## src/rtl/iirdf_pkg.sv

```systemverilog
`timescale 1ns / 1ps
// ----------------------------------------------------------------------------
// iirdf_pkg
// Shared constants and types for the direct form I IIR filter.
// ----------------------------------------------------------------------------
package iirdf_pkg;

  // Filter sizes
  localparam int MAX_FF_TAPS = 16;
  localparam int MAX_FB_TAPS = 16;

  // Field and datapath widths
  localparam int SAMPLE_W    = 16;   // Q1.15
  localparam int COEF_W      = 18;   // Q4.14
  localparam int PROD_W      = SAMPLE_W + COEF_W;  // Q5.29
  localparam int ACC_W       = 48;
  localparam int FRAC_SHIFT  = 14;
  localparam int TAP_INDEX_W = 4;
  localparam int TAPS_W      = 5;
  localparam int CFG_IDX_W   = 1;
  localparam int CFG_DATA_W  = 5;
  localparam int IDX_W       = $clog2(MAX_FF_TAPS > MAX_FB_TAPS ? MAX_FF_TAPS : MAX_FB_TAPS);
  localparam int IN_TDATA_W  = 40;
  localparam int OUT_TDATA_W = 16;

  localparam int TAPS_FF_MAX = MAX_FF_TAPS;
  localparam int TAPS_FB_MAX = MAX_FB_TAPS;

  // Input item kinds
  typedef enum logic [1:0] {
    OP_SAMPLE   = 2'd0,
    OP_LOAD_FF  = 2'd1,
    OP_LOAD_FB  = 2'd2,
    OP_CLEAR    = 2'd3
  } op_t;

  // Configuration register indexes
  typedef enum logic [CFG_IDX_W-1:0] {
    CFG_FF_TAPS = 1'b0,
    CFG_FB_TAPS = 1'b1
  } cfg_reg_t;

  // Sequencer states
  typedef enum logic [2:0] {
    ST_IDLE,
    ST_FF,
    ST_FB,
    ST_DRAIN,
    ST_ROUND
  } state_t;

  // Control from the sequencer to the multiply-accumulate unit
  typedef struct packed {
    logic clear;    // zero the accumulator
    logic issue;    // start one product
    logic negate;   // subtract this product
  } mac_ctrl_t;

endpackage

```

## src/rtl/iir_difference_equation_filter.sv

```systemverilog
`timescale 1ns / 1ps
// ----------------------------------------------------------------------------
// iir_difference_equation_filter
// Direct form I IIR filter on one shared multiply-accumulate unit.
// ----------------------------------------------------------------------------
// Input items arrive on s_tvalid/s_tready with the kind in s_tuser: a sample,
// a feedforward or feedback coefficient load, or a history clear. Only a
// sample gives a result, on m_tvalid/m_tready: y[n] in m_tdata, clip flag in
// m_tuser. Loads and clears are taken while idle and give nothing.
// A sample visits each feedforward and feedback tap once on the shared
// multiplier, one tap per cycle, then drains the product register and rounds.
// nff and nfb, the tap counts, are clamped to 16. The next item is accepted
// once the sequencer is back in idle, after the result is registered.
// The result sits in an output register, so a new item is accepted while it
// waits; a stalled receiver holds the sequencer in the rounding step only
// when a second result is ready before the first is taken.
// ff_taps and fb_taps are written on cfg_we/cfg_index/cfg_data; the user must
// write them only while idle; the block itself does not enforce this.
// Reset (rst, synchronous) sets ff_taps to 1 and fb_taps to 0 and clears
// all histories and coefficients.
// ----------------------------------------------------------------------------
module iir_difference_equation_filter (
  input  logic                                 clk,
  input  logic                                 rst,
  // Input items
  input  logic                                 s_tvalid,
  output logic                                 s_tready,
  // tap_index [3:0], coefficient [21:4], sample [37:22], zero [39:38]
  input  logic [iirdf_pkg::IN_TDATA_W-1:0]     s_tdata,
  // operation [1:0]
  input  logic [1:0]                           s_tuser,
  // Result items
  output logic                                 m_tvalid,
  input  logic                                 m_tready,
  // filtered [15:0]
  output logic [iirdf_pkg::OUT_TDATA_W-1:0]    m_tdata,
  // clipped [0]
  output logic                                 m_tuser,
  // Configuration
  input  logic                                 cfg_we,
  input  logic [iirdf_pkg::CFG_IDX_W-1:0]      cfg_index,
  input  logic [iirdf_pkg::CFG_DATA_W-1:0]     cfg_data
);
  import iirdf_pkg::*;

  // Input fields
  op_t                         operation;
  logic [TAP_INDEX_W-1:0]      tap_index;
  logic signed [COEF_W-1:0]    coefficient;
  logic signed [SAMPLE_W-1:0]  sample;

  assign operation   = op_t'(s_tuser);
  assign tap_index   = s_tdata[TAP_INDEX_W-1:0];
  assign coefficient = s_tdata[TAP_INDEX_W +: COEF_W];
  assign sample      = s_tdata[TAP_INDEX_W + COEF_W +: SAMPLE_W];

  // Registers and state
  logic [TAPS_W-1:0]           ff_taps;
  logic [TAPS_W-1:0]           fb_taps;
  logic signed [SAMPLE_W-1:0]  in_hist   [MAX_FF_TAPS];
  logic signed [SAMPLE_W-1:0]  out_hist  [MAX_FB_TAPS];
  logic signed [COEF_W-1:0]    ff_coef   [MAX_FF_TAPS];
  logic signed [COEF_W-1:0]    fb_coef   [MAX_FB_TAPS];

  state_t                      state;
  state_t                      state_next;
  logic [IDX_W-1:0]            k;
  logic [IDX_W-1:0]            k_next;

  logic                        in_accept;
  logic                        sample_accept;
  logic                        out_free;
  logic                        load_out;
  logic [TAPS_W-1:0]           nff;
  logic [TAPS_W-1:0]           nfb;
  logic                        ff_last;
  logic                        fb_last;

  mac_ctrl_t                   mac_ctrl;
  logic signed [COEF_W-1:0]    mac_coef;
  logic signed [SAMPLE_W-1:0]  mac_data;
  logic signed [ACC_W-1:0]     acc;

  logic signed [ACC_W-1:0]     rounded;
  logic signed [ACC_W-FRAC_SHIFT-1:0] q;
  logic                        clip;
  logic signed [SAMPLE_W-1:0]  q_sat;

  assign in_accept     = s_tvalid && s_tready;
  assign sample_accept = in_accept && (operation == OP_SAMPLE);
  assign out_free      = !m_tvalid || m_tready;

  // Clamp tap counts to the storage size
  assign nff = (ff_taps > TAPS_W'(TAPS_FF_MAX)) ? TAPS_W'(TAPS_FF_MAX) : ff_taps;
  assign nfb = (fb_taps > TAPS_W'(TAPS_FB_MAX)) ? TAPS_W'(TAPS_FB_MAX) : fb_taps;
  assign ff_last = (TAPS_W'(k) == nff - TAPS_W'(1));
  assign fb_last = (TAPS_W'(k) == nfb - TAPS_W'(1));

  // Next state
  always_comb begin
    state_next = state;
    k_next     = k;
    unique case (state)
      ST_IDLE: begin
        if (sample_accept) begin
          k_next = '0;
          if (nff != '0) begin
            state_next = ST_FF;
          end else if (nfb != '0) begin
            state_next = ST_FB;
          end else begin
            state_next = ST_DRAIN;
          end
        end
      end
      ST_FF: begin
        k_next = k + IDX_W'(1);
        if (ff_last) begin
          k_next     = '0;
          state_next = (nfb != '0) ? ST_FB : ST_DRAIN;
        end
      end
      ST_FB: begin
        k_next = k + IDX_W'(1);
        if (fb_last) begin
          k_next     = '0;
          state_next = ST_DRAIN;
        end
      end
      ST_DRAIN: begin
        state_next = ST_ROUND;
      end
      ST_ROUND: begin
        if (out_free) begin
          state_next = ST_IDLE;
        end
      end
      default: begin
        state_next = ST_IDLE;
      end
    endcase
  end

  // Sequencer outputs
  always_comb begin
    s_tready        = 1'b0;
    load_out        = 1'b0;
    mac_ctrl.clear  = 1'b0;
    mac_ctrl.issue  = 1'b0;
    mac_ctrl.negate = 1'b0;
    mac_coef        = ff_coef[k];
    mac_data        = in_hist[k];
    unique case (state)
      ST_IDLE: begin
        s_tready       = 1'b1;
        mac_ctrl.clear = 1'b1;
      end
      ST_FF: begin
        mac_ctrl.issue = 1'b1;
      end
      ST_FB: begin
        mac_ctrl.issue  = 1'b1;
        mac_ctrl.negate = 1'b1;
        mac_coef        = fb_coef[k];
        mac_data        = out_hist[k];
      end
      ST_DRAIN: begin
      end
      ST_ROUND: begin
        load_out = out_free;
      end
      default: begin
      end
    endcase
  end

  always_ff @(posedge clk) begin
    if (rst) begin
      state <= ST_IDLE;
      k     <= '0;
    end else begin
      state <= state_next;
      k     <= k_next;
    end
  end

  // Shared multiply-accumulate
  iirdf_mac u_mac (
    .clk  (clk),
    .rst  (rst),
    .ctrl (mac_ctrl),
    .coef (mac_coef),
    .data (mac_data),
    .acc  (acc)
  );

  // Round half up, drop the fraction, saturate to Q1.15
  assign rounded = acc + ACC_W'(1 << (FRAC_SHIFT - 1));
  assign q       = rounded[ACC_W-1:FRAC_SHIFT];
  assign clip    = !((&q[ACC_W-FRAC_SHIFT-1:SAMPLE_W-1]) ||
                     (~|q[ACC_W-FRAC_SHIFT-1:SAMPLE_W-1]));
  assign q_sat   = !clip ? q[SAMPLE_W-1:0] :
                   (q[ACC_W-FRAC_SHIFT-1] ? {1'b1, {(SAMPLE_W-1){1'b0}}}
                                          : {1'b0, {(SAMPLE_W-1){1'b1}}});

  // Configuration registers
  always_ff @(posedge clk) begin
    if (rst) begin
      ff_taps <= TAPS_W'(1);
      fb_taps <= '0;
    end else if (cfg_we) begin
      unique case (cfg_reg_t'(cfg_index))
        CFG_FF_TAPS: ff_taps <= cfg_data;
        CFG_FB_TAPS: fb_taps <= cfg_data;
        default:     ;
      endcase
    end
  end

  // Coefficient stores; every tap_index names a slot that exists
  always_ff @(posedge clk) begin
    if (rst) begin
      for (int i = 0; i < MAX_FF_TAPS; i++) ff_coef[i] <= '0;
      for (int i = 0; i < MAX_FB_TAPS; i++) fb_coef[i] <= '0;
    end else if (in_accept) begin
      if (operation == OP_LOAD_FF) begin
        ff_coef[tap_index] <= coefficient;
      end
      if (operation == OP_LOAD_FB) begin
        fb_coef[tap_index] <= coefficient;
      end
    end
  end

  // Input history: shift the new sample in on acceptance
  always_ff @(posedge clk) begin
    if (rst || (in_accept && operation == OP_CLEAR)) begin
      for (int i = 0; i < MAX_FF_TAPS; i++) in_hist[i] <= '0;
    end else if (sample_accept) begin
      in_hist[0] <= sample;
      for (int i = 1; i < MAX_FF_TAPS; i++) in_hist[i] <= in_hist[i-1];
    end
  end

  // Output history: shift the saturated result in once it is final
  always_ff @(posedge clk) begin
    if (rst || (in_accept && operation == OP_CLEAR)) begin
      for (int i = 0; i < MAX_FB_TAPS; i++) out_hist[i] <= '0;
    end else if (load_out) begin
      out_hist[0] <= q_sat;
      for (int i = 1; i < MAX_FB_TAPS; i++) out_hist[i] <= out_hist[i-1];
    end
  end

  // Output register
  always_ff @(posedge clk) begin
    if (rst) begin
      m_tvalid <= 1'b0;
    end else if (load_out) begin
      m_tvalid <= 1'b1;
    end else if (m_tready) begin
      m_tvalid <= 1'b0;
    end
  end

  always_ff @(posedge clk) begin
    if (load_out) begin
      m_tdata <= q_sat;
      m_tuser <= clip;
    end
  end

  // Checks
  a_out_from_round: assert property (@(posedge clk) disable iff (rst)
    load_out |=> (m_tvalid && $past(state) == ST_ROUND))
    else $error("result loaded outside the rounding step");

  a_rise_needs_round: assert property (@(posedge clk) disable iff (rst)
    $rose(m_tvalid) |-> $past(state) == ST_ROUND)
    else $error("result appeared without a finished sample");

  a_ff_index: assert property (@(posedge clk) disable iff (rst)
    (state == ST_FF) |-> (TAPS_W'(k) < nff))
    else $error("feedforward index ran past tap count");

  a_clear_hist: assert property (@(posedge clk) disable iff (rst)
    (in_accept && operation == OP_CLEAR) |=> (in_hist[0] == '0 && out_hist[0] == '0))
    else $error("history not cleared");

  a_sample_busy: assert property (@(posedge clk) disable iff (rst)
    sample_accept |=> !s_tready)
    else $error("ready while a sample is in progress");

endmodule

```

## src/rtl/iirdf_mac.sv

```systemverilog
`timescale 1ns / 1ps
// ----------------------------------------------------------------------------
// iirdf_mac
// Shared two-stage multiply-accumulate: registered product, then accumulate.
// ----------------------------------------------------------------------------
module iirdf_mac (
  input  logic                                 clk,
  input  logic                                 rst,
  input  iirdf_pkg::mac_ctrl_t                 ctrl,
  input  logic signed [iirdf_pkg::COEF_W-1:0]   coef,
  input  logic signed [iirdf_pkg::SAMPLE_W-1:0] data,
  output logic signed [iirdf_pkg::ACC_W-1:0]    acc
);
  import iirdf_pkg::*;

  logic signed [PROD_W-1:0] prod;
  logic                     prod_valid;
  logic                     prod_negate;

  // Stage one: register the product
  always_ff @(posedge clk) begin
    if (rst) begin
      prod_valid  <= 1'b0;
      prod_negate <= 1'b0;
    end else begin
      prod_valid  <= ctrl.issue;
      prod_negate <= ctrl.negate;
    end
    prod <= coef * data;
  end

  // Stage two: add or subtract into the accumulator
  always_ff @(posedge clk) begin
    if (ctrl.clear) begin
      acc <= '0;
    end else if (prod_valid) begin
      if (prod_negate) begin
        acc <= acc - ACC_W'(prod);
      end else begin
        acc <= acc + ACC_W'(prod);
      end
    end
  end

endmodule

```

## config.mk

```make
export PLATFORM = sky130hd
export DESIGN_NAME = iir_difference_equation_filter
export DESIGN_NICKNAME = d
export VERILOG_FILES = /design/src/rtl/iirdf_pkg.sv /design/src/rtl/iir_difference_equation_filter.sv /design/src/rtl/iirdf_mac.sv
export SDC_FILE = /design/constraint.sdc
export NUM_CORES = 2
export LEC_CHECK = 0
export ABC_CLOCK_PERIOD_IN_PS = 13100
export BUFFER_PORTS_ARGS = -buffer_cell sky130_fd_sc_hd__buf_2
export CAP_MARGIN = 20
export CORE_ASPECT_RATIO = 0.7
export CORE_MARGIN = 2
export CORE_UTILIZATION = 60
export DETAILED_ROUTE_END_ITERATION = 6
export PLACE_DENSITY = 0.81
export RECOVER_POWER = 25
export SLEW_MARGIN = 40
export SYNTH_ARGS = -nofsm -noshare
export SYNTH_HDL_FRONTEND = slang
export SYNTH_SLANG_ARGS = --single-unit
```

## constraint.sdc

```tcl
create_clock -name clk -period 13.1 [get_ports clk]
set_clock_uncertainty 0.15 [all_clocks]
set_input_delay 1.965 -clock clk [delete_from_list [all_inputs] [get_ports clk]]
set_output_delay 1.965 -clock clk [all_outputs]
set_load 0.05 [all_outputs]
```

==> impl_metrics.toml <==
[synthesis]
synth_edf_count = 1105
ys_seq_elements = 1211
syn_nets = 5652
yosysWarnings = 0
ys_types = 82
ys_seq_area_share_pct = 51.85
syn_avg_cell_area_um2 = 13.17
postSynth.asyncResetShare_pct = 0
ys.flop_type = "edfxtp_1"
syn_area_um2 = 68090
synth_cells = 5170

[sta]
fmax_ghz = 0.1017
post-route-period-util_pct = 75.04
setup_violations = 0
slew_viol_final = 320
worst_slew_pin_slew_ns = 3.344
max-slew-margin-rel_pct = -122.9
rsz0062_at_grt = "no"
hold_viol = 0
finalCriticalPeriod_ns = 9.830
finalSetupTns_ns = 0

[drt]
wl_mm = 160.3
ant_nets = 0
dr.pass1.iters = 5
drt_iter0_markers = 4879
routedWlPerCell_um = 23.80
routed_via_density = 6.169
vias = 41566
drc = 0

[global_route]
grt.met1_usage_pct = 40.22
met2_usage_pct = 42.86
grt_pass1_wl_mm = 249.6
top_usage_layer = "met2"
grtUsageMet3_pct = 7.441
grt_usage_pct = 28.17
overflow = 0
antenna_found_initial = 14
grt_pass1_vias = 42369
grt_max_degree = 249

[clock_tree]
tritoncts = "yes"
clockRootBuffer = "clkbuf_16"
hold_buffers = 0
postCtsSetupBuffers = 0
clk_latency_ns = 0.75
clk_pin_slew_worst_paths_ns = 0.06
cts_resized = 0
cts_buffers = 111
cts-htree-levels = 3
clockBufferDepth = 3
cts_num_sinks = 1211

[floorplan]
core_um2 = 112600
num_rows = 103
die-area_um2 = 116200
die_h_um = 285.9
start_util_pct = 60.45
ioPinCount = 72
die_w_um = 406.6

[critical_path]
critical_path.top_delay_family = "adder cells"
path_buf_inv = 7
reg2reg_slack_ns = 3.27
critPathArrivalTime_ns = 10.33
reg2reg_depth = 27
endpoint_kind = "register"
reg2reg_to = "u_mac.prod[31]"
slowest_stage = "dfxtp_4"
path_max_fanout = 30
crit_path_max_incr_delay_ns = 0.74
path_class = "reg2reg"
cpMostUsedCell = "fa_1"
cp-start-kind = "register"
critical_path_required_ns = 13.60

[cells_and_area]
area_delta_synth_final_pct = 7.953
layout_common_cells = "edfxtp_1, and2_1, inv_1"
layout_commonest_cell = "edfxtp_1"
drive_gt1_share_pct = 13.74
layout.nets = 5599

[run_status]
outcome = "finished, violations left"
violations = "capacitance limit, slew limit"

[min_path]
hold_path_class = "reg2reg"
whs_endpoint = "u_mac.acc[5]"
holdCritStartpoint = "u_mac.acc[5]"
hold_depth = 2

[placed_design]
place_congestion = 0.9504
io_buffers = 69
dp_hpwl_mm = 105.3

[job]
drv_cap = 6
cells by family after synthesis:
kind of cell    count (synthesis)  synth area share, %
buf+inv                       732                4.072
mux                           419                12.43
xor+xnor                      126                1.632
flops                        1211                51.85
fa+ha+maj                     429                11.09
compound gates                365                3.467
simple gates                 1888                15.46
per-layer routing:
metal  part of all wire (%)  vias up
met5                  0.051        -
met4                    2.9       12
met3                     11      324
met2                     46     2100
met1                     40    20966
li1                       -    18164
Yosys cell counts (16+ instances only):
master,number,area share (%)
o21ai_0,63,0.46
mux4_2,340,11
edfxtp_1,1105,49
a21oi_1,116,0.85
nand4_1,16,0.15
mux2i_1,69,1.0
a31oi_1,19,0.17
dfxtp_1,106,3.1
xnor2_1,95,1.2
nand2b_1,28,0.26
a211oi_1,20,0.22
buf_1,40,0.22
ha_1,138,2.5
a21o_1,40,0.44
and2_1,937,8.6
nand3_1,36,0.26
and3_1,167,1.5
fa_1,291,8.6
nor3_1,56,0.41
xor2_1,30,0.39
or2_2,38,0.35
inv_1,408,2.2
nor2_1,315,1.7
clkbuf_1,271,1.5
nand2_1,213,1.2
flip-flops by register name (all words and copies together), names as in the netlist, 3 cells and up, named ones only:
name,count
u_mac.acc,48
fb_coef,288
out_hist,256
k,4
ff_taps,5
u_mac.prod,34
m_tdata,16
in_hist,256
ff_coef,288
fb_taps,5
state,3
metrics by stage:
| stage | instances | util [%] | hold WS (ns) | setup WS, ns | cell area (µm²) |
|---|---|---|---|---|---|
| 6_report | 6738 | 65.26 | 0.3215 | 3.270 | 73510 |
| 5_1_grt | 6733 | 65.25 | 0.3350 | 2.736 | 73490 |
| 4_1_cts | 6731 | 65.41 | 0.3212 | 3.253 | 73670 |
| 3_5_place_dp | 6525 | 62.21 | 0.3112 | 3.288 | 70070 |
| 3_3_place_gp | 6519 | 62.06 | 0.3070 | 3.102 | 69900 |
| 2_1_floorplan | 5170 | - | 0.2953 | 3.425 | 68090 |
area by class of cell:
| type | count | area, µm² |
|---|---|---|
| Antenna cell | 6 | 15.01 |
| Sequential cell | 1211 | 35320 |
| Fill cell | 7920 | 39130 |
| Clock inverter | 78 | 742.0 |
| Timing Repair Buffer | 158 | 1062 |
| Clock buffer | 128 | 2863 |
| Tap cell | 1522 | 1904 |
| Inverter | 408 | 1531 |
| Multi-Input combinational cell | 3227 | 30070 |
worst max-delay path by stage:
| stage | startpoint | endpoint | slack (ns) | cells after the start |
|---|---|---|---|---|
| after detailed placement | register | u_mac.prod[31] | 3.29 | 27 |
| after global routing | register | u_mac.prod[33] | 2.74 | 27 |
| after global placement | register | u_mac.prod[33] | 3.10 | 26 |
| after floorplan | m_tready | out_hist[0][0] | 3.43 | 5 |
| after CTS | register | u_mac.prod[31] | 3.25 | 27 |
| final | register | u_mac.prod[31] | 3.27 | 27 |
worst reg2reg max path, cell delays in order (launching register included):
cell and delay (ns):
dfxtp_4 0.74, buf_4 0.66, buf_4 0.46, mux4_2 0.63, mux4_2 0.54, mux2i_1 0.17, buf_4 0.24, nor2_1 0.10
fa_1 0.50, inv_1 0.07, fa_1 0.50, fa_1 0.52, inv_1 0.07, fa_1 0.49, fa_1 0.49, inv_1 0.05
fa_1 0.47, inv_1 0.04, ha_1 0.35, a21o_1 0.18, a21o_1 0.20, a2111oi_0 0.44, o21ai_0 0.27, a31o_2 0.32
a31o_2 0.32, a21o_1 0.25, o41ai_1 0.38, xnor2_1 0.17
Power is not shown: default switching activity piles up to over one toggle a cycle in this logic, so the estimate is an artifact.
